File: src/hdl/ukt_pkg.sv
package ukt_pkg;

    localparam int KEY_W     = 32;
    localparam int PAYLOAD_W = 32;
    localparam int POS_IN_W  = 8;
    localparam int FPOS_W    = 6;
    localparam int COUNT_W   = 7;
    localparam int STATUS_W  = 3;
    localparam int ACTION_W  = 2;

    localparam logic [ACTION_W-1:0] ACT_ADD    = 2'd0;
    localparam logic [ACTION_W-1:0] ACT_FIND   = 2'd1;
    localparam logic [ACTION_W-1:0] ACT_REMOVE = 2'd2;
    localparam logic [ACTION_W-1:0] ACT_GET    = 2'd3;

    localparam logic [STATUS_W-1:0] ST_OK       = 3'd0;
    localparam logic [STATUS_W-1:0] ST_FULL     = 3'd1;
    localparam logic [STATUS_W-1:0] ST_DUP      = 3'd2;
    localparam logic [STATUS_W-1:0] ST_EMPTY    = 3'd3;
    localparam logic [STATUS_W-1:0] ST_NOTFOUND = 3'd4;
    localparam logic [STATUS_W-1:0] ST_RANGE    = 3'd5;

    typedef enum logic [1:0] {
        S_IDLE = 2'b01,
        S_EXEC = 2'b10
    } t_state;

    // Per-cell control from the table controller.
    typedef struct packed {
        logic capture;  // register the match line for the item just taken
        logic by_pos;   // match on position (get) rather than on key
        logic live;     // cell lies below the live count
        logic append;   // write the new entry into this cell
        logic shift;    // take the entry of the next cell up
    } t_cell_ctl;

endpackage

File: src/hdl/ukt_cell.sv
module ukt_cell import ukt_pkg::*; #(
    parameter int INDEX = 0
) (
    input  logic                 i_clk,
    input  t_cell_ctl            i_ctl,
    input  logic [KEY_W-1:0]     i_cmp_key,
    input  logic [POS_IN_W-1:0]  i_cmp_pos,
    input  logic [KEY_W-1:0]     i_new_key,
    input  logic [PAYLOAD_W-1:0] i_new_payload,
    input  logic [KEY_W-1:0]     i_next_key,
    input  logic [PAYLOAD_W-1:0] i_next_payload,
    output logic [KEY_W-1:0]     o_key,
    output logic [PAYLOAD_W-1:0] o_payload,
    output logic                 o_match
);

    logic [KEY_W-1:0]     r_key;
    logic [PAYLOAD_W-1:0] r_payload;
    logic                 r_match;
    logic                 n_match;

    always_comb begin
        if (i_ctl.by_pos) begin
            n_match = i_ctl.live && ({{(32-POS_IN_W){1'b0}}, i_cmp_pos} == 32'(INDEX));
        end else begin
            n_match = i_ctl.live && (r_key == i_cmp_key);
        end
    end

    always_ff @(posedge i_clk) begin
        if (i_ctl.capture) begin
            r_match <= n_match;
        end
        if (i_ctl.append) begin
            r_key     <= i_new_key;
            r_payload <= i_new_payload;
        end else if (i_ctl.shift) begin
            r_key     <= i_next_key;
            r_payload <= i_next_payload;
        end
    end

    assign o_key     = r_key;
    assign o_payload = r_payload;
    assign o_match   = r_match;

endmodule
File: config.mk
export PLATFORM = sky130hd
export DESIGN_NAME = ukt_cell
export DESIGN_NICKNAME = d
export VERILOG_FILES = /design/src/hdl/ukt_pkg.sv /design/src/hdl/ukt_cell.sv
export SDC_FILE = /design/constraint.sdc
export NUM_CORES = 1
export LEC_CHECK = 0
export ABC_AREA = 1
export ABC_CLOCK_PERIOD_IN_PS = 1870
export BUFFER_PORTS_ARGS = -buffer_cell sky130_fd_sc_hd__buf_2
export CORE_MARGIN = 3
export CORE_UTILIZATION = 37
export DETAILED_ROUTE_END_ITERATION = 12
export PLACE_DENSITY_LB_ADDON = 0.15
export SYNTH_ARGS = -nofsm -noshare
export SYNTH_HDL_FRONTEND = slang
export SYNTH_SLANG_ARGS = --single-unit
File: constraint.sdc
create_clock -name i_clk -period 1.87 [get_ports i_clk]
set_clock_uncertainty 0.1 [all_clocks]
set_input_delay 0.374 -clock i_clk [delete_from_list [all_inputs] [get_ports i_clk]]
set_output_delay 0.374 -clock i_clk [all_outputs]
set_load 0.01 [all_outputs]
==> impl_metrics.toml, run 1 <==
[outcome]
status = "finished, final reports clean"

[clock_tree]
ctsHoldBuffers = 0
root_buffer = "clkbuf_8"
insertion_delay_ns = 0.33
clock_path_buffers = 2
cts_tree = "built"
clk_pin_slew_ns = 0.06
cts_sinks = 65
cts_resized = 0
postCtsSetupBuffers = 0
cts_made_buffers = 9
ctsHtreeMaxLevel = 3

[die]
start_util = 0.388
die_y_um = 99.5
pin_count = 239
dieArea_um2 = 9910
rows = 33
coreArea_um2 = 8340
die_w_um = 99.5

[timing]
worst_slack_ns = 0.440
finalSetupTns_ns = 0
max_freq_ghz = 0.699
maxSlewViolCount = 0
tightest_slew_ns = 1.01
setup_violations = 0
hold_viol = 0
slew-limit-headroom = 0.324
grt_setup_unrepaired = "no"
min_period_ns = 1.43
whs_ns = 0.158
period_share = 0.765

[grt]
antenna_found_initial = 0
grt.total_usage = 0.182
grt_remaining_overflow = 0
grt_max_degree = 65
grt_pass1_wl_um = 13900
grt_pass1_vias = 3029

[cells_and_area]
design_area_um2 = 4710
num-fill-cells = 805
n_antenna_cell = 0
drive_gt1_frac = 0.417
final_nets = 780
area_growth_pct = 45.6
ff_latch_area_um2 = 1950
multi_input_area_um2 = 1170

[placed_design]
dp_hpwl_um = 7400
port_buffers = 238
pre_cts_ws_ns = 0.152
place_area_um2 = 4540
gp_congestion = 0.819

[power]
leakagePower_nw = 2.52
total_power_mw = 3.74
power_density_nw_per_um2 = 793
peakVddDrop_uv = 372

[worst_setup_path]
arrival_ns = 1.51
cp-start-kind = "flop"
crit_type = "reg2reg"
crit_fanout = 2
cp_data_required_time_ns = 1.95
end_kind = "flop"

[route]
wl_um = 9420
drtIter0Drc = 104
vias_per_cell = 4.38
drt-wirelength-per-cell_um = 13.2
drc_errors = 0
vias = 3135
ant_nets = 0
first_pass_iters = 4

[logic_synthesis]
yosysTopAreaCell = "edfxtp_1"
yosys.cell_types.count = 12
netlist.area_leader.share = 0.603
avgSynthCellArea_um2 = 8.82
syn-cell-area_um2 = 3240
synthTopCellsByArea = "edfxtp_1 60%, nand2_1 27%, xnor2_1 7.0%, inv_1 1.5%, nor2_1 1.4%"
synthCells = 367
ys_ff_latch = 65
seq_area_frac_synth = 0.603
yosysWarnings = 0
synth.net_count = 541

[hold_path]
hold_path.class = "in2reg"

[flow_run]
max-cap-violations = 0
-- logic make-up after synthesis --
kind of cell | after synthesis | synth area share
xor+xnor | 26 | 0.0704
compound gates | 1 | 0.00271
buf+inv | 27 | 0.0344
simple gates | 248 | 0.290
flops | 65 | 0.603
-- power breakdown --
group          total, mW  internal, mW  switching (mW)  leakage (nW)
Sequential          1.87          1.79          0.0758         0.669
Clock               1.12         0.602           0.517        0.0898
Combinational      0.749         0.363           0.386          1.76
Total               3.74          2.76           0.979          2.52
-- stage by stage --
step            util  instances
2_1_floorplan      -        367
3_3_place_gp   0.544        700
3_5_place_dp   0.544        700
4_1_cts        0.565        716
5_1_grt        0.565        716
6_report       0.565        716
-- routing by layer --
| metal | vias up | share of wire | track usage |
|---|---|---|---|
| met4 | 0 | 0.022 | 0.0798 |
| li1 | 1626 | - | - |
| met2 | 167 | 0.52 | 0.338 |
| met3 | 15 | 0.099 | 0.0561 |
| met1 | 1327 | 0.36 | 0.187 |
| met5 | - | 0 | 0 |
-- synthesized netlist by cell type --
cell type,n
edfxtp_1,65
inv_1,13
nor2_1,12
clkbuf_1,5
nor4_1,1
xnor2_1,26
inv_2,1
or2_2,1
a21oi_2,1
nand3_1,1
nand2_1,233
buf_2,8
-- placed cells by master, fill, tap and decap left out --
| cell | synthesis | routed |
|---|---|---|
| xnor2_1 | 26 | 26 |
| a21oi_2 | 1 | 1 |
| clkinv_2 | 0 | 1 |
| inv_2 | 1 | 1 |
| nand2_1 | 233 | 233 |
| bufinv_16 | 0 | 1 |
| clkinv_1 | 0 | 3 |
| edfxtp_1 | 65 | 65 |
| or2_2 | 1 | 1 |
| clkbuf_1 | 5 | 2 |
| inv_1 | 13 | 13 |
| nor4_1 | 1 | 1 |
| buf_2 | 8 | 238 |
| buf_12 | 0 | 1 |
| nor2_1 | 12 | 12 |
| nand3_1 | 1 | 1 |
| clkbuf_8 | 0 | 9 |
| buf_4 | 0 | 2 |
-- sequential cells by signal, indices dropped and copies added (netlist names) --
name and count:
o_match 1, o_payload 32, o_key 32
-- layout make-up --
cell class	count	share of cell area
sequential	65	0.414
timing repair buffer	241	0.260
multi-input combinational	275	0.249
clock buffer	11	0.0279
tap	105	0.0279
inverter	14	0.0111
clock inverter	5	0.00982
-- critical path, stage by stage (launching register included) --
cell	delay [ns]
edfxtp_1	0.42
xnor2_1	0.20
nand2_1	0.07
nor2_1	0.13
nand2_1	0.08
nor2_1	0.10
nand2_1	0.07
a21oi_2	0.12
-- path summary, 6_finish.rpt --
check,startpoint,end,slack (ns),cells past startpoint
hold / removal,i_ctl[4],o_match$_DFFE_PP_,0.16,1
setup / recovery,o_key[20]$_DFFE_PP_,o_match$_DFFE_PP_,0.44,7
setup reg to reg,o_key[20]$_DFFE_PP_,o_match$_DFFE_PP_,0.44,7
hold reg to reg,o_key[14]$_DFFE_PP_,o_match$_DFFE_PP_,0.76,7
No activity file was read; power rests on OpenSTA's default activity.
==> run 2, diff against run 1 <==
--- a/config.mk
+++ b/config.mk
@@ -6,7 +6,7 @@
 export NUM_CORES = 1
 export LEC_CHECK = 0
 export ABC_AREA = 1
-export ABC_CLOCK_PERIOD_IN_PS = 1870
+export ABC_CLOCK_PERIOD_IN_PS = 1100
 export BUFFER_PORTS_ARGS = -buffer_cell sky130_fd_sc_hd__buf_2
 export CORE_MARGIN = 3
 export CORE_UTILIZATION = 37
==> constraint.sdc (replaced) <==
create_clock -name i_clk -period 1.1 [get_ports i_clk]
set_clock_uncertainty 0.1 [all_clocks]
set_input_delay 0.22 -clock i_clk [delete_from_list [all_inputs] [get_ports i_clk]]
set_output_delay 0.22 -clock i_clk [all_outputs]
set_load 0.01 [all_outputs]
==> impl_metrics.toml, run 2 (synthesis gave the netlist of run 1 again) <==
[route]
drtIter0Drc = 86
drt-wirelength-per-cell_um = 13.2
vias = 3244
ant_nets = 0
drc_errors = 0
first_pass_iters = 4
vias_per_cell = 4.49
wl_um = 9540

[worst_setup_path]
end_kind = "flop"
rrSetupSlack_ns = -0.24
path_cells = "xnor2_1 > nand2_1 > nor2_1 > nand2_1 > nor2_1 > nand2_1 > a21oi_2"
cp_data_required_time_ns = 1.18
arrival_ns = 1.42
cp_common_cell = "nand2_1"
r2r-end = "o_match$_DFFE_PP_"
cpLargestDelayFamily = "simple AND/OR/NAND/NOR gates"
cpPeakStageDelay_ns = 0.41
cp-start-kind = "flop"
reg2reg_from = "o_key[2]$_DFFE_PP_"
reg2regPathDepth = 7
crit_fanout = 2
cp_slowest_cell = "edfxtp_1"
crit_buf_inv = 0
crit_type = "reg2reg"
crit_start = "o_key[2]$_DFFE_PP_"
cp-endpoint = "o_match$_DFFE_PP_"
path_depth = 7

[placed_design]
gp_congestion = 0.826
dp_hpwl_um = 7700
dp_cells = 706
pre_cts_ws_ns = -0.261
port_buffers = 238

[timing]
setup_violations = 66
period_share = 1.22
hold_viol = 0
tightest_slew_ns = 0.291
maxSlewViolCount = 0
grt_setup_unrepaired = "yes"
max_freq_ghz = 0.748
min_period_ns = 1.34
worst_slack_ns = -0.237
slew-limit-headroom = 0.806

[outcome]
status = "complete, but fails checks"
violations = "negative setup slack"

[grt]
grt_max_degree = 38
antenna_found_initial = 0
grt_remaining_overflow = 0
grt_pass1_wl_um = 14600
grt.total_usage = 0.189
grt_pass1_vias = 3183

[clock_tree]
cts_tree = "built"
root_buffer = "clkbuf_8"
ctsHtreeMaxLevel = 3
insertion_delay_ns = 0.33
clk_pin_slew_ns = 0.07
cts_sinks = 65
cts_made_buffers = 9
postCtsSetupBuffers = 0
clock_path_buffers = 2

[die]
die_w_um = 99.5
coreArea_um2 = 8340
rows = 33
dieArea_um2 = 9910
pin_count = 239
start_util = 0.388
die_y_um = 99.5

[cells_and_area]
layoutNonFillerInstCount = 722
final_nets = 787
layout_commonest_cell = "nand2_1"
final_cell_mix = "233 x nand2_1, 232 x buf_2, 65 x edfxtp_1"
drive_gt1_frac = 0.428
area_growth_pct = 50.6
n_antenna_cell = 0

[power]
peakVddDrop_uv = 594
total_power_mw = 6.41
leakagePower_nw = 2.59
power_density_nw_per_um2 = 1310

[flow_run]
max-cap-violations = 0

[hold_path]
hold_depth = 3
hold_start = "i_next_key[22]"
hold_path.class = "in2reg"
[run 2: changes by cell type in the layout (fill, tap and decap cells not counted), sizes merged]
cell and delta:
buf +6, clkbuf -1, dlygate4sd3 +1
[run 2: metrics by stage]
stage          TNS (ns)  hold WS [ns]  utilization  cell area [µm²]
2_1_floorplan    -14.59         0.232            -             3250
3_3_place_gp      -4.28         0.328        0.556             4630
3_5_place_dp      -5.49         0.324        0.556             4630
4_1_cts           -7.30        0.0350        0.581             4840
5_1_grt           -8.81        0.0366        0.584             4870
6_report          -5.62        0.0539        0.584             4870
[run 2: routing by layer]
| metal | track usage | part of all wire | vias up |
|---|---|---|---|
| li1 | - | - | 1640 |
| met4 | 0.0767 | 0.022 | 0 |
| met5 | 0 | 0 | - |
| met1 | 0.191 | 0.36 | 1425 |
| met2 | 0.364 | 0.53 | 161 |
| met3 | 0.0519 | 0.091 | 18 |
[run 2: area by class of cell]
class,count,area (µm²)
Fill cell,792,3470
Sequential cell,65,1950
Timing Repair Buffer,248,1380
Multi-Input combinational cell,275,1190
Tap cell,105,131
Clock buffer,10,128
Inverter,14,52.6
Clock inverter,5,47.5
[run 2: how the worst min path moves through the flow]
stage / endpoint / slack (ns)
2_1_floorplan: o_match$_DFFE_PP_ / 0.23
3_3_place_gp: o_match$_DFFE_PP_ / 0.33
3_5_place_dp: o_match$_DFFE_PP_ / 0.32
4_1_cts: o_key[22]$_DFFE_PP_ / 0.03
5_1_grt: o_key[19]$_DFFE_PP_ / 0.04
6_report: o_key[22]$_DFFE_PP_ / 0.05
[run 2: power by group]
group          internal, mW  switching, mW  total (mW)
registers              3.05          0.124        3.17
logic                 0.693          0.695        1.39
clock network          1.01          0.835        1.85
[run 2: repair_timing]
item	CTS	global route
gates resized for setup	4	7
hold buffers	1	0
pin swaps	1	4
endpoints found under the hold margin	1	0
endpoints found under the setup margin	66	66
[run 2: worst register-to-register path: cells and delay by family (launching register included)]
kind,cells,cell delay [ns]
compound gates,1,0.11
flops,1,0.41
xor+xnor,1,0.16
simple gates,5,0.43
==> run 3, diff against run 2 <==
--- a/config.mk
+++ b/config.mk
@@ -8,8 +8,10 @@
 export ABC_AREA = 1
 export ABC_CLOCK_PERIOD_IN_PS = 1100
 export BUFFER_PORTS_ARGS = -buffer_cell sky130_fd_sc_hd__buf_2
+export CELL_PAD_IN_SITES_DETAIL_PLACEMENT = 0
+export CELL_PAD_IN_SITES_GLOBAL_PLACEMENT = 2
 export CORE_MARGIN = 3
-export CORE_UTILIZATION = 37
+export CORE_UTILIZATION = 19
 export DETAILED_ROUTE_END_ITERATION = 12
 export PLACE_DENSITY_LB_ADDON = 0.15
 export SYNTH_ARGS = -nofsm -noshare
==> impl_metrics.toml, run 3 (synthesis gave the netlist of run 1 again) <==
[route]
wl_um = 11100
vias_per_cell = 3.76
drc_errors = 0
drt-wirelength-per-cell_um = 13.2
vias = 3175
ant_nets = 0
drtIter0Drc = 92
first_pass_iters = 4

[placed_design]
dp_hpwl_um = 8750
port_buffers = 238
pre_cts_ws_ns = -0.288
gp_congestion = 0.754
dp_cells = 827

[outcome]
status = "complete, but fails checks"
violations = "negative setup slack"

[timing]
setup_violations = 66
maxSlewViolCount = 0
hold_viol = 0
tightest_slew_ns = 0.308
min_period_ns = 1.42
grt_setup_unrepaired = "yes"
period_share = 1.29
slew-limit-headroom = 0.795
max_freq_ghz = 0.705
worst_slack_ns = -0.319

[clock_tree]
clock_path_buffers = 2
root_buffer = "clkbuf_16"
insertion_delay_ns = 0.33
cts_made_buffers = 9
ctsHtreeMaxLevel = 3
clk_pin_slew_ns = 0.06
cts_tree = "built"
cts_sinks = 65

[power]
p_comb_frac = 0.198
p_sw_mw = 1.82
leakagePower_nw = 2.68
clkPwrFrac = 0.370
intPower_mw = 5.52
peakVddDrop_uv = 714
switching_share = 0.248
power_density_nw_per_um2 = 1410
total_power_mw = 7.35
p_seq_frac = 0.432

[grt]
grtUsageMet2 = 0.189
grt.total_usage = 0.117
grt-busiest-layer = "met2"
gr-usage-met3 = 0.0618
grt_pass1_wl_um = 16600
grt_max_degree = 37
grt_pass1_vias = 3335
grt_remaining_overflow = 0
antenna_found_initial = 2
use_met1 = 0.131

[hold_path]
hold_path.class = "in2reg"

[cells_and_area]
area_growth_pct = 61.3
drive_gt1_frac = 0.431
layoutNonFillerInstCount = 845
final_cell_mix = "232 x nand2_1, 225 x buf_2, 65 x edfxtp_1"
final_nets = 793
layout_commonest_cell = "nand2_1"

[worst_setup_path]
cp_data_required_time_ns = 1.18
crit_fanout = 2
arrival_ns = 1.50
crit_type = "reg2reg"
cp-start-kind = "flop"
end_kind = "flop"

[die]
coreArea_um2 = 16600
pin_count = 239
start_util = 0.194
die_w_um = 137
rows = 47
die_y_um = 137
dieArea_um2 = 18600

[flow_run]
max-cap-violations = 0
run 3: cell types whose count changed in the layout (fill, tap and decap cells not counted), sizes merged:
cell    delta
diode      +1
buf        +6
clkbuf     +1
run 3: cell type report:
cell class / instances / area, µm²
Timing Repair Buffer: 254 / 1480
Clock buffer: 11 / 233
Clock inverter: 5 / 46.3
Antenna cell: 1 / 2.50
Sequential cell: 65 / 1950
Multi-Input combinational cell: 275 / 1180
Fill cell: 1823 / 11400
Tap cell: 220 / 275
Inverter: 14 / 52.6
run 3: final timing paths:
| kind | cells past startpoint | start | slack, ns | end |
|---|---|---|---|---|
| max | 7 | o_key[4]$_DFFE_PP_ | -0.32 | o_match$_DFFE_PP_ |
| max reg2reg | 7 | o_key[4]$_DFFE_PP_ | -0.32 | o_match$_DFFE_PP_ |
| min reg2reg | 7 | o_key[10]$_DFFE_PP_ | 0.82 | o_match$_DFFE_PP_ |
| min | 3 | i_next_key[27] | 0.05 | o_key[27]$_DFFE_PP_ |
run 3: layer usage:
| layer | up-vias | share of wire |
|---|---|---|
| met3 | 13 | 0.12 |
| met1 | 1352 | 0.39 |
| li1 | 1656 | - |
| met2 | 152 | 0.47 |
| met5 | - | 0.0012 |
| met4 | 2 | 0.017 |
run 3: critical path: stages (launching register included):
cell and delay (ns):
edfxtp_1 0.42, xnor2_1 0.17, nand2_1 0.07, nor2_1 0.15, nand2_1 0.08, nor2_1 0.10, nand2_1 0.07, a21oi_2 0.12
run 3: repair_timing:
item,in CTS,in global routing
buffers inserted,0,1
endpoints found under the setup margin,66,66
hold buffers,1,0
resized for setup,9,10
pin swaps,4,3
hold endpoints to repair,1,0
run 3: power by group through the flow:
stage / clock, mW / combinational, mW / sequential, mW
after floorplan: 0 / 0.465 / 3.36
after detailed placement: 0 / 1.41 / 3.22
after CTS: 2.86 / 1.46 / 3.17
after global placement: 0 / 1.43 / 3.20
final: 2.72 / 1.45 / 3.17
after global routing: 2.97 / 1.63 / 3.21
run 3: metrics by stage:
step	instance area (µm²)	setup TNS [ns]	hold WS (ns)	util
2_1_floorplan	3250	-14.59	0.232	-
3_3_place_gp	4830	-13.77	0.322	0.291
3_5_place_dp	4830	-13.14	0.323	0.291
4_1_cts	5170	-7.59	0.0277	0.311
5_1_grt	5220	-8.87	0.0455	0.314
6_report	5220	-5.70	0.0482	0.314
